<file path="src/rtl/modular_exponentiation_macros.svh">
// Assertion macros shared by the RTL.
`ifndef MODULAR_EXPONENTIATION_MACROS_SVH
`define MODULAR_EXPONENTIATION_MACROS_SVH

// Same-cycle implication, sampled on clk, off during reset.
`define MEXP_ASSERT_NOW(lbl, ante, cons, msg) \
	lbl: assert property (@(posedge clk) disable iff (!arst_n) (ante) |-> (cons)) \
		else $error(msg);

// Next-cycle implication, sampled on clk, off during reset.
`define MEXP_ASSERT_NEXT(lbl, ante, cons, msg) \
	lbl: assert property (@(posedge clk) disable iff (!arst_n) (ante) |=> (cons)) \
		else $error(msg);

`endif

</file>
<file path="src/rtl/mexp_pkg.sv">
`timescale 1ns / 1ps
package mexp_pkg;
	typedef enum logic [1:0] {
		ST_IDLE,
		ST_RED_GO,
		ST_RED,
		ST_MUL
	} mexp_state_t;

	typedef struct packed {
		logic busy;
		logic done;
	} mm_status_t;

	localparam int unsigned FIELD_WIDTH = 32;
endpackage

</file>
<file path="src/rtl/mexp_in_if.sv">
`timescale 1ns / 1ps
interface mexp_in_if;
	import mexp_pkg::*;
	logic                   valid;
	logic                   ready;
	logic [FIELD_WIDTH-1:0] base_value;
	logic [FIELD_WIDTH-1:0] exponent_value;
	logic [FIELD_WIDTH-1:0] modulus_value;

	modport source (output valid, base_value, exponent_value, modulus_value, input ready);
	modport sink   (input valid, base_value, exponent_value, modulus_value, output ready);
endinterface

</file>
<file path="src/rtl/mexp_out_if.sv">
`timescale 1ns / 1ps
interface mexp_out_if;
	import mexp_pkg::*;
	logic                   valid;
	logic                   ready;
	logic [FIELD_WIDTH-1:0] power_result;

	modport source (output valid, power_result, input ready);
	modport sink   (input valid, power_result, output ready);
endinterface

</file>
<file path="src/rtl/modular_exponentiation.sv">
`timescale 1ns / 1ps
`include "modular_exponentiation_macros.svh"
// Channel   | Role | Payload
// ----------+------+------------------------------------------------
// operands  | sink | base_value, exponent_value, modulus_value (32b)
// result    | src  | power_result (32b)
//
// One transaction at a time. Zero exponent or zero modulus: result is
// registered in the accept cycle and offered the next cycle.
// Otherwise: base reduction, then W rounds with both modular multipliers
// each running its own double-and-add step, which sets the run time.
// arst_n clears control only; operands is held low-ready while busy or
// while a finished result still waits on result.ready.
module modular_exponentiation #(
	parameter int unsigned OPERAND_WIDTH = 32
) (
	input  logic clk,
	input  logic arst_n,
	mexp_in_if.sink    operands,
	mexp_out_if.source result
);
	import mexp_pkg::*;

	localparam int unsigned W  = OPERAND_WIDTH;
	localparam int unsigned CW = $clog2(W);

	mexp_state_t   state_q, state_d;
	logic [W-1:0]  base_q, acc_q, mod_q;
	logic [CW-1:0] round_q;
	logic [FIELD_WIDTH-1:0] res_q;
	logic          res_valid_q;

	logic          accept, last_round;
	logic [W-1:0]  in_base, in_exp, in_mod;
	logic          start_a, start_b, ebit;
	logic [W-1:0]  x_a, prod_a, prod_b;
	mm_status_t    st_a, st_b;
	logic [W:0]    ebits;

	// A round is outstanding once started until its done pulse.
	logic started_q;
	function automatic logic last_pending();
		return started_q;
	endfunction

	assign in_base = W'(operands.base_value);
	assign in_exp  = W'(operands.exponent_value);
	assign in_mod  = W'(operands.modulus_value);

	assign operands.ready = (state_q == ST_IDLE) && (!res_valid_q || result.ready);
	assign accept         = operands.valid && operands.ready;
	assign last_round     = (round_q == CW'(W - 1));

	// Exponent held in a row of bit cells; cell 0 is the bit of this round.
	assign ebits[W] = 1'b0;
	for (genvar i = 0; i < W; i++) begin : g_ecell
		mexp_ecell u_ecell (
			.clk      (clk),
			.load     (accept),
			.shift    (state_q == ST_MUL && st_a.done),
			.load_bit (in_exp[i]),
			.next_bit (ebits[i+1]),
			.bit_q    (ebits[i])
		);
	end
	assign ebit = ebits[0];

	// Multiplier A: base reduction (1 * base), then acc * base.
	// Multiplier B: base squaring. Both start together each round.
	assign x_a = (state_q == ST_RED_GO) ? W'(1) : acc_q;

	mexp_mulmod #(.W(W)) u_mul_a (
		.clk (clk), .arst_n (arst_n), .start (start_a),
		.x (x_a), .y (base_q), .m (mod_q),
		.product (prod_a), .status (st_a)
	);

	mexp_mulmod #(.W(W)) u_mul_b (
		.clk (clk), .arst_n (arst_n), .start (start_b),
		.x (base_q), .y (base_q), .m (mod_q),
		.product (prod_b), .status (st_b)
	);

	always_ff @(posedge clk or negedge arst_n) begin
		if (!arst_n) begin
			state_q <= ST_IDLE;
		end else begin
			state_q <= state_d;
		end
	end

	always_comb begin
		state_d = state_q;
		start_a = 1'b0;
		start_b = 1'b0;
		unique case (state_q)
			ST_IDLE: begin
				if (accept && in_exp != '0 && in_mod != '0) begin
					state_d = ST_RED_GO;
				end
			end
			ST_RED_GO: begin
				start_a = 1'b1;
				state_d = ST_RED;
			end
			ST_RED: begin
				if (st_a.done) begin
					start_a = 1'b0;
					state_d = ST_MUL;
				end
			end
			ST_MUL: begin
				// a round starts on entry (round counter primed) or after a round
				if (st_a.done) begin
					state_d = last_round ? ST_IDLE : ST_MUL;
				end
				start_a = !st_a.busy && !st_a.done && !last_pending();
				start_b = start_a;
			end
			default: state_d = ST_IDLE;
		endcase
	end

	always_ff @(posedge clk or negedge arst_n) begin
		if (!arst_n) begin
			started_q   <= 1'b0;
			res_valid_q <= 1'b0;
		end else begin
			if (start_b) begin
				started_q <= 1'b1;
			end else if (state_q == ST_MUL && st_a.done) begin
				started_q <= 1'b0;
			end
			if (result.ready) begin
				res_valid_q <= 1'b0;
			end
			if (accept && (in_exp == '0 || in_mod == '0)) begin
				res_valid_q <= 1'b1;
			end
			if (state_q == ST_MUL && st_a.done && last_round) begin
				res_valid_q <= 1'b1;
			end
		end
	end

	always_ff @(posedge clk) begin
		if (accept) begin
			base_q  <= in_base;
			mod_q   <= in_mod;
			round_q <= '0;
			res_q   <= (in_exp == '0) ? FIELD_WIDTH'(1) : '0;
		end
		if (state_q == ST_RED && st_a.done) begin
			base_q <= prod_a;
			acc_q  <= (mod_q == W'(1)) ? '0 : W'(1);
		end
		if (state_q == ST_MUL && st_a.done) begin
			base_q  <= prod_b;
			round_q <= round_q + 1'b1;
			if (ebit) begin
				acc_q <= prod_a;
			end
			res_q <= FIELD_WIDTH'(ebit ? prod_a : acc_q);
		end
	end

	assign result.valid        = res_valid_q;
	assign result.power_result = res_q;

	`MEXP_ASSERT_NOW(a_accept_idle, accept, state_q == ST_IDLE, "accept outside idle")
	`MEXP_ASSERT_NOW(a_done_busy, st_a.done, state_q == ST_RED || state_q == ST_MUL, "stray done")
	`MEXP_ASSERT_NOW(a_mul_lockstep, state_q == ST_MUL, st_a.done == st_b.done, "multipliers apart")
	`MEXP_ASSERT_NEXT(a_last_result, state_q == ST_MUL && st_a.done && last_round, result.valid,
		"no result after last round")
endmodule

</file>
<file path="src/rtl/mexp_ecell.sv">
`timescale 1ns / 1ps
// One exponent bit; shifts towards the low end of the row.
module mexp_ecell (
	input  logic clk,
	input  logic load,
	input  logic shift,
	input  logic load_bit,
	input  logic next_bit,
	output logic bit_q
);
	always_ff @(posedge clk) begin
		if (load) begin
			bit_q <= load_bit;
		end else if (shift) begin
			bit_q <= next_bit;
		end
	end
endmodule

</file>
<file path="src/rtl/mexp_mulmod.sv">
`timescale 1ns / 1ps
// (x * y) mod m by double-and-add, one multiplier bit per cycle, MSB first.
module mexp_mulmod #(
	parameter int unsigned W = 32
) (
	input  logic                    clk,
	input  logic                    arst_n,
	input  logic                    start,
	input  logic [W-1:0]            x,
	input  logic [W-1:0]            y,
	input  logic [W-1:0]            m,
	output logic [W-1:0]            product,
	output mexp_pkg::mm_status_t    status
);
	import mexp_pkg::*;

	localparam int unsigned CW = $clog2(W);

	logic [W-1:0]  acc_q, x_q, y_q, m_q;
	logic [CW-1:0] cnt_q;
	logic          busy_q, done_q;
	logic [W-1:0]  dbl, nxt;

	function automatic logic [W-1:0] add_mod(input logic [W-1:0] a, input logic [W-1:0] b,
		input logic [W-1:0] md);
		logic [W:0] s;
		s = {1'b0, a} + {1'b0, b};
		if (s >= {1'b0, md}) begin
			s = s - {1'b0, md};
		end
		return s[W-1:0];
	endfunction

	always_comb begin
		dbl = add_mod(acc_q, acc_q, m_q);
		nxt = y_q[W-1] ? add_mod(dbl, x_q, m_q) : dbl;
	end

	always_ff @(posedge clk or negedge arst_n) begin
		if (!arst_n) begin
			busy_q <= 1'b0;
			done_q <= 1'b0;
			cnt_q  <= '0;
		end else begin
			done_q <= 1'b0;
			if (start) begin
				busy_q <= 1'b1;
				cnt_q  <= '0;
			end else if (busy_q) begin
				cnt_q <= cnt_q + 1'b1;
				if (cnt_q == CW'(W - 1)) begin
					busy_q <= 1'b0;
					done_q <= 1'b1;
				end
			end
		end
	end

	always_ff @(posedge clk) begin
		if (start) begin
			acc_q <= '0;
			x_q   <= x;
			y_q   <= y;
			m_q   <= m;
		end else if (busy_q) begin
			acc_q <= nxt;
			y_q   <= {y_q[W-2:0], 1'b0};
		end
	end

	assign product     = acc_q;
	assign status.busy = busy_q;
	assign status.done = done_q;
endmodule
</file>
<file path="src/flat_wrapper.sv">
// flat-port wrapper written by rule: the top's interface ports become plain ports
module modular_exponentiation_flat import mexp_pkg::*;
#(
	parameter int unsigned OPERAND_WIDTH = 32
)
  (clk, arst_n, operands_valid, operands_base_value, operands_exponent_value, operands_modulus_value, operands_ready, result_valid, result_power_result, result_ready);
  mexp_in_if operands_i ();
  mexp_out_if result_i ();
  input  logic clk;
  input  logic arst_n;
  input wire logic [$bits(operands_i.valid)-1:0] operands_valid;
  input wire logic [$bits(operands_i.base_value)-1:0] operands_base_value;
  input wire logic [$bits(operands_i.exponent_value)-1:0] operands_exponent_value;
  input wire logic [$bits(operands_i.modulus_value)-1:0] operands_modulus_value;
  output wire logic [$bits(operands_i.ready)-1:0] operands_ready;
  output wire logic [$bits(result_i.valid)-1:0] result_valid;
  output wire logic [$bits(result_i.power_result)-1:0] result_power_result;
  input wire logic [$bits(result_i.ready)-1:0] result_ready;
  assign operands_i.valid = operands_valid;
  assign operands_i.base_value = operands_base_value;
  assign operands_i.exponent_value = operands_exponent_value;
  assign operands_i.modulus_value = operands_modulus_value;
  assign operands_ready = operands_i.ready;
  assign result_valid = result_i.valid;
  assign result_power_result = result_i.power_result;
  assign result_i.ready = result_ready;
  modular_exponentiation #(.OPERAND_WIDTH(OPERAND_WIDTH)) u_core (.clk(clk), .arst_n(arst_n), .operands(operands_i), .result(result_i));
endmodule
</file>
<file path="config.mk">
export PLATFORM = sky130hd
export DESIGN_NAME = modular_exponentiation_flat
export DESIGN_NICKNAME = d
export VERILOG_FILES = /design/src/rtl/mexp_pkg.sv /design/src/rtl/mexp_in_if.sv /design/src/rtl/mexp_out_if.sv /design/src/rtl/modular_exponentiation.sv /design/src/rtl/mexp_ecell.sv /design/src/rtl/mexp_mulmod.sv /design/src/flat_wrapper.sv
export VERILOG_INCLUDE_DIRS = /design/src /design/src/rtl
export SDC_FILE = /design/constraint.sdc
export NUM_CORES = 1
export LEC_CHECK = 0
export ABC_AREA = 1
export BUFFER_PORTS_ARGS = -buffer_cell sky130_fd_sc_hd__buf_4
export CAP_MARGIN = 10
export CELL_PAD_IN_SITES_DETAIL_PLACEMENT = 0
export CELL_PAD_IN_SITES_GLOBAL_PLACEMENT = 2
export CORE_ASPECT_RATIO = 1.1
export CORE_MARGIN = 10
export CORE_UTILIZATION = 37
export CTS_BUF_LIST = sky130_fd_sc_hd__clkbuf_4
export DETAILED_ROUTE_END_ITERATION = 8
export GPL_ROUTABILITY_DRIVEN = 0
export GPL_TIMING_DRIVEN = 0
export PLACE_DENSITY = 0.92
export SLEW_MARGIN = 15
export SYNTH_ARGS = -nofsm -noshare
export SYNTH_HDL_FRONTEND = slang
export SYNTH_HIERARCHICAL = 1
export SYNTH_SLANG_ARGS = --single-unit
</file>
<file path="constraint.sdc">
create_clock -name clk -period 9.7 [get_ports clk]
set_input_delay 0.485 -clock clk [delete_from_list [all_inputs] [get_ports clk]]
set_output_delay 0.485 -clock clk [all_outputs]
set_load 0.01 [all_outputs]
</file>
* Word-level counts from Yosys, hierarchy flattened *
Cells that the tools add are included.

word-level totals
  register bits = 438
  bits in read-only memories = 0
  bits in writable memories = 0
  output and inout port bits = 34
  word-level logic and storage cells = 217
  bits in latches = 0
  memories kept = 0
  bits of input ports = 100

cells by class
  equality and inequality tests = 10
  reduce and logical (&&, ||, !) cells = 28
  $lt $le $gt $ge = 4
  bitwise operators = 0
  multiply operators = 0
  shift-type cells = 0
  divide/modulo/power cells = 0
  mux-type cells = 111
  add/subtract/negate cells = 11

operator list
  operator             count
  $mux 32              19
  $add 32x32->33       4
  $ge 33x32->1         4
  $sub 32x32->32       4
  $mux 1               80
  $logic_not 32->1     2
  $reduce_bool 32->1   2
  $eq 32x1->1 const B  1
  $mux 5               6
  $add 5x1->5 const B  3
  $eq 5x5->1 const B   3
  $logic_and 1x1->1    10
  $mux 2               4
  $pmux 2 s4           1
  $reduce_bool 2->1    4
  $ne 2x2->1 const B   3
  $reduce_bool 3->1    2
  $eq 2x2->1 const B   2
  $logic_not 1->1      4
  $reduce_and 3->1     1
  $eq 2x1->1 const B   1
  $logic_not 2->1      1
  $logic_or 1x1->1     2
  $pmux 1 s2           1

* Longest topological paths before layout *
Gate-level depths: netlist of run 1.

  depth after elaboration = 8
  depth in mapped cells = 46
  gate-level depth less buffers = 45

* Cells and area by module *
The synthesis of run 1 kept the hierarchy.

modules (own cells, without submodules)
  module                         cells an instance  times used  area each (µm²)
  mexp_mulmod at u_core.u_mul_b  2309               1           13874.6
  mexp_mulmod at u_core.u_mul_a  2162               1           13415.4
  modular_exponentiation         595                1           5824.3
  mexp_ecell                     6                  32          51.3

* Least setup slack after synthesis of run 1 *
No wires, ideal clock.

  path type = reg2reg
  from = reg u_core.u_mul_a.done_q
  to = reg u_core.u_mul_a.y_q[0], enable pin
  stages on the path, launching flop included = 9
  setup slack = 775 ps
  arrival = 8534 ps
  setup time = 391 ps
  cells stage by stage = dfrtp_1 > buf_4 > nor2_1 > nand2_1 > nor3_1 > inv_1 > nand2_1 > clkinv_1 > nand2_1

between the ends
  longest elaborated chain between the ends = 5

ends and longest elaborated chain
  item                             line                           RTL
  start: declaration               mexp_mulmod.sv:21              logic busy_q, done_q;
  start signal: assignment         mexp_mulmod.sv:42              done_q <= 1'b0;
  start signal: assignment         mexp_mulmod.sv:45              done_q <= 1'b0;
  start signal: assignment         mexp_mulmod.sv:53              done_q <= 1'b1;
  $logic_not 1->1                  modular_exponentiation.sv:117  start_a = !st_a.busy && !st_a.done && !last_pending();
  $logic_and 1x1->1 (2 in series)  modular_exponentiation.sv:117
  $pmux 1 s2                       modular_exponentiation.sv:96   unique case (state_q)
  named net u_core.start_a         modular_exponentiation.sv:35   logic start_a, start_b, ebit;
  $reduce_bool 2->1 (no line)      -
  end signal: assignment           mexp_mulmod.sv:63              y_q <= y;
  end signal: assignment           mexp_mulmod.sv:67              y_q <= {y_q[W-2:0], 1'b0};
  end: declaration                 mexp_mulmod.sv:19              logic [W-1:0] acc_q, x_q, y_q, m_q;

The timed path passes the listed nets, and every way through them passes these cells.
A chain may end at the register's enable or synchronous reset.

* Final worst setup path of run 1 *
  from = reg u_core.u_mul_a.acc_q[5] (netlist: u_core/u_mul_a/product[5])
  to = reg u_core.u_mul_a.acc_q[28] (netlist: u_core/u_mul_a/product[28])

between the ends
  longest elaborated chain between the ends = 7
  elaborated cells on any way between the ends = 9
  classes of those cells = add/sub: 4; order compare: 2; mux: 3

ends and longest elaborated chain
  item                                                   line                                  RTL
  start: declaration                                     mexp_mulmod.sv:19
  start signal: assignment                               mexp_mulmod.sv:66                     acc_q <= nxt;
  $add 32x32->33 (*)                                     mexp_mulmod.sv:27                     s = {1'b0, a} + {1'b0, b};
  $sub 32x32->32 / $ge 33x32->1 (equally long branches)  mexp_mulmod.sv:29, mexp_mulmod.sv:28
  $mux 32 (*)                                            mexp_mulmod.sv:28                     if (s >= {1'b0, md}) begin
  $add 32x32->33                                         mexp_mulmod.sv:27
  $sub 32x32->32 / $ge 33x32->1 (equally long branches)  mexp_mulmod.sv:29, mexp_mulmod.sv:28
  $mux 32                                                mexp_mulmod.sv:28
  $mux 32 (*)                                            mexp_mulmod.sv:36                     nxt = y_q[W-1] ? add_mod(dbl, x_q, m_q) : dbl;

Every way passes the cells marked *; elsewhere a longest branch is shown, timed or not.

==> metrics, run 1 <==
Post-CTS Resized=0; Reg2Reg Depth=35; io pins=134; I/O Buffers=133; f_max=139.7 MHz; FILL cells=10160; Initial Utilization=37.40%; proportion of layout cells with a drive suffix above 1=8.708%; Routed Wire Length=143200 µm; Pre-antenna DRT Iters=5; DRT iter0 DRCs=2932; Worst Path Buf+Inv=5; Worst Setup Start Kind=flop; first-pass GRT wire length=208200 µm; Final period util=73.80%; critical-path maximum fanout=10; worst-case clock buffer depth=3; Reg clk slew, reported paths=0.08 ns; total track usage=26.17%; Setup crit end kind=flop; min cycle time layout=7.158 ns; critical path class=reg -> reg; Worst R2R Start=u_core/u_mul_a/product[5]$_SDFFE_PP0P_; Reg2Reg Capture Point=u_core/u_mul_a/product[28]$_SDFFE_PP0P_; critical path's top delay family=simple AND/OR/NAND/NOR gates; Mapped Cells=5253; CP Capture Point=u_core/u_mul_a/product[28]$_SDFFE_PP0P_; max-slew violations=0; vias per cell=4.933; CP Depth=35; Hold Vio Cnt, Final=0; Clock Latency Late Sink=1.02 ns; crit path from=u_core/u_mul_a/product[5]$_SDFFE_PP0P_; Setup-failing EPs final=0; wire per inst=20.54 µm; Total Die Area=106500 µm²; Max Clock Skew=0.07530 ns; r2r setup slk=2.54 ns; CTS buffer count=119; die width=312.0 µm; Vias=34400; TNS Setup=0 ns; Area growth, synth to finish=15.39%; Slew headroom=35.77%; grt ovf=0; final net count=5921; syn avg cell area=6.607 µm²; max-cap violation count=0; Crit path required time=10.59 ns; core area=92810 µm²; RSZ-0062 raised after global routing=no; H-tree levels=3; Die Y-Extent=341.2 µm; root buffer cell=clkbuf_4; Worst Hold Class=in -> reg; initial antenna violation count=3; vias in the first global route=33330; worst-margin pin slew=0.9599 ns; CP peak stage delay=0.60 ns; drt drc=0; CP max stage cell=dfxtp_1; largest net degree at the start of global routing=101; post-CTS setup buffer count=0; Post-Syn Area=34710 µm²; clock tree from TritonCTS=done; syn_nets=5557; clock sinks=438; Routed Antenna Nets=0; row cnt=117; crit path DAT=8.05 ns; HPWL after detailed placement=120000 µm; Ys Warns=6; status=finished, final reports clean; most used cell, CP=nand2_1
per-stage QoR:
step	utilization (%)	instance area, µm²	setup WS (ns)	cells	hold slack (ns)
floorplan	-	34710	0.7746	5253	0.1894
global placement	40.16	37270	-4.437	6635	0.4159
detailed placement	40.33	37430	2.862	6645	0.4155
CTS	43.13	40030	2.791	6968	0.1588
global route	43.15	40050	2.242	6974	0.1386
finish	43.15	40050	2.542	6974	0.2039
layout make-up:
cell class                 count  area [µm²]  share of cell area [%]
sequential                   438       12110                   30.23
buffer                       109       639.4                   1.596
inverter                     917        3451                   8.617
clock buffer                 179        1344                   3.355
antenna                        6       15.01                 0.03749
tap                         1249        1563                   3.902
timing repair buffer         243        2150                   5.367
clock inverter                44       244.0                  0.6092
multi-input combinational   3789       18540                   46.29
layout by cell type, fill, tap and decap left out, types with 9 or more instances in the layout:
| master | count |
|---|---|
| a21oi_1 | 154 |
| a22oi_1 | 12 |
| dlygate4sd3_1 | 99 |
| nor3_1 | 39 |
| nor2_2 | 25 |
| buf_6 | 17 |
| o21bai_1 | 24 |
| or2_1 | 33 |
| clkinv_1 | 25 |
| o31ai_1 | 31 |
| clkinv_2 | 14 |
| edfxtp_1 | 325 |
| o21ai_1 | 10 |
| nand3_1 | 325 |
| dfxtp_1 | 96 |
| o21ai_0 | 122 |
| inv_2 | 14 |
| buf_2 | 26 |
| clkbuf_1 | 45 |
| nand2_1 | 1929 |
| nand4_1 | 42 |
| clkbuf_4 | 179 |
| dfrtp_1 | 17 |
| buf_4 | 149 |
| nand3b_1 | 49 |
| inv_1 | 899 |
| nor2_1 | 549 |
| xor2_1 | 55 |
| and2_1 | 60 |
| ha_1 | 198 |
| buf_1 | 9 |
| xnor2_1 | 43 |
| nand2_2 | 27 |
what timing repair did:
item	4_1_cts	5_1_grt
hold endpoints to repair	114	0
hold buffers	100	0
setup endpoints to repair	0	0
layer usage:
metal  track usage [%]  up-vias  share of wire, %
li1                  -    17190                 -
met1             30.71    15690                40
met2             44.89     1208                48
met3             3.503      312               5.9
met4             16.39        0               6.8
met5                 0        -                 0
sequential cells by signal, summed over array words and instances, names as in the netlist, 2 cells and up:
name and cells:
u_core/u_mul_a/y_q 32, u_core/round_q 5, u_core/u_mul_a/x_q 32, u_core/acc_q 32, u_core/base_q 32, u_core/u_mul_b/m_q 32, u_core/u_mul_b/cnt_q 5, u_core/u_mul_a/product 32
u_core/u_mul_a/cnt_q 5, u_core/u_mul_a/m_q 32, u_core/u_mul_b/y_q 32, u_core/u_mul_b/product 32, u_core/state_q 2, u_core/mod_q 32, u_core/u_mul_b/x_q 32, u_core/g_ecell.u_ecell/bit_q 32
u_core/result.power_result 32
worst register-to-register path: cells and delay by family, from the launching register on:
kind	cells	cell delay [ns]
AOI/OAI and AO/OA	1	0.13
buffers and inverters	5	0.59
xor gates and xnor gates	1	0.44
DFF	1	0.60
adders and majority gates	4	1.39
and+or+nand+nor	24	3.88
worst min-delay path by stage:
stage / startpoint / to / slack [ns] / cells after the start
floorplan: arst_n / u_core/result.valid$_DFFE_PN0P_ / 0.19 / 0
global placement: arst_n / u_core/u_mul_b/cnt_q[2]$_DFFE_PN0P_ / 0.42 / 1
detailed placement: arst_n / u_core/u_mul_b/cnt_q[3]$_DFFE_PN0P_ / 0.42 / 1
CTS: operands_valid / u_core/result.power_result[0]$_DFFE_PP_ / 0.16 / 3
global route: operands_valid / u_core/result.power_result[0]$_DFFE_PP_ / 0.14 / 3
finish: operands_valid / u_core/result.power_result[0]$_DFFE_PP_ / 0.20 / 3
Power of run 1 is not shown: default switching activity piles up to over one toggle a cycle in this logic, so the estimate is an artifact.
==> run 2: changes to the inputs <==
==> constraint.sdc (replaced) <==
create_clock -name clk -period 7.4 [get_ports clk]
set_input_delay 0.37 -clock clk [delete_from_list [all_inputs] [get_ports clk]]
set_output_delay 0.37 -clock clk [all_outputs]
set_load 0.01 [all_outputs]
==> metrics, run 2 (same netlist as run 1, synthesis figures left out) <==
core area=92810 µm²; worst-case clock buffer depth=3; Routed Antenna Nets=0; critical path's top delay family=simple AND/OR/NAND/NOR gates; Vias=34310; status=finished, final reports clean; dpl ws=0.6284 ns; CP peak stage delay=0.64 ns; Total Die Area=106500 µm²; commonest cells after routing, fill and taps aside=nand2_1, inv_1, nor2_1; clock tree from TritonCTS=done; Multi-input gate area=18540 µm²; max-slew violations=0; r2r setup slk=0.36 ns; grt ovf=0; max-cap violation count=0; clock sinks=438; Initial Utilization=37.40%; CP max stage cell=dfxtp_1; I/O Buffers=133; total track usage=25.77%; vias per cell=4.930; final net count=5913; f_max=142.1 MHz; Reg2Reg Depth=40; crit path DAT=7.93 ns; DRT iter0 DRCs=2834; vias in the first global route=33020; Crit path required time=8.30 ns; FILL cells=9958; Hold Buf Count CTS=101; HPWL after detailed placement=118800 µm; critical-path maximum fanout=10; Max Clock Skew=0.06554 ns; setup ws final=0.3643 ns; Clock Latency Late Sink=0.97 ns; wire per inst=20.39 µm; most used cell, CP=nand2_1; Worst R2R Start=u_core/u_mul_a/product[5]$_SDFFE_PP0P_; row cnt=117; Reg clk slew, reported paths=0.08 ns; CTS buffer count=113; worst-margin pin slew=0.9596 ns; largest net degree at the start of global routing=101; Worst Hold Class=in -> reg; min cycle time layout=7.036 ns; initial antenna violation count=6; Post-CTS Resized=0; Slew headroom=35.79%; Area growth, synth to finish=15.30%; critical path class=reg -> reg; Final period util=95.08%; Reg2Reg Capture Point=u_core/u_mul_a/product[28]$_SDFFE_PP0P_; register area=12110 µm²; crit path from=u_core/u_mul_a/product[5]$_SDFFE_PP0P_; Setup crit end kind=flop; root buffer cell=clkbuf_4; Hold Vio Cnt, Final=0; Min Hold Slack=0.1678 ns; Worst Setup Start Kind=flop; proportion of layout cells with a drive suffix above 1=8.379%; H-tree levels=3; Die Y-Extent=341.2 µm; post-CTS setup buffer count=0; Worst Path Buf+Inv=6; CP Capture Point=u_core/u_mul_a/product[28]$_SDFFE_PP0P_; Routed Wire Length=141900 µm; Setup-failing EPs final=0; commonest non-fill, non-tap cell in the layout=nand2_1; Hold Path Depth=3; Pre-antenna DRT Iters=6; first-pass GRT wire length=205300 µm; drt drc=0; io pins=134; RSZ-0062 raised after global routing=no; die width=312.0 µm; fin util=43.12%; CP Depth=40
==> run 2: metal layers <==
layer	GRT usage [%]	share of wire, %	vias to the layer above
met2	45.11	48	1146
li1	-	-	17190
met4	16.01	6.8	2
met5	0	0.0078	-
met3	3.329	5.4	294
met1	29.62	40	15680
==> run 2: layout make-up <==
type | instances | share of cell area, %
timing repair buffer | 241 | 5.378
antenna | 5 | 0.03127
sequential | 438 | 30.25
multi-input combinational | 3789 | 46.34
clock inverter | 50 | 0.8536
buffer | 109 | 1.598
tap | 1249 | 3.905
clock buffer | 161 | 3.020
inverter | 917 | 8.623
==> run 2: worst min-delay path, stage by stage <==
cell and delay, ns:
buf_4 0.08, nand2_1 0.29, nand2_2 0.22
==> run 2: worst min-delay path by stage <==
stage / startpoint / to / slack [ns]
6_report: operands_valid / u_core/result.power_result[0]$_DFFE_PP_ / 0.17
5_1_grt: operands_valid / u_core/result.power_result[0]$_DFFE_PP_ / 0.11
4_1_cts: operands_valid / u_core/result.power_result[0]$_DFFE_PP_ / 0.10
3_5_place_dp: arst_n / u_core/u_mul_b/cnt_q[2]$_DFFE_PN0P_ / 0.30
3_3_place_gp: arst_n / u_core/u_mul_b/cnt_q[2]$_DFFE_PN0P_ / 0.30
2_1_floorplan: arst_n / u_core/result.valid$_DFFE_PN0P_ / 0.07
==> run 2: per-stage QoR <==
step | TNS [ns] | instance area, µm² | cells
final | 0 | 40020 | 6959
after global routing | 0 | 40010 | 6958
after floorplan | 0 | 34710 | 5253
after detailed placement | 0 | 37430 | 6642
after CTS | 0 | 40000 | 6954
after global placement | -228.55 | 37270 | 6635
Power of run 2 is left out for the same reason.
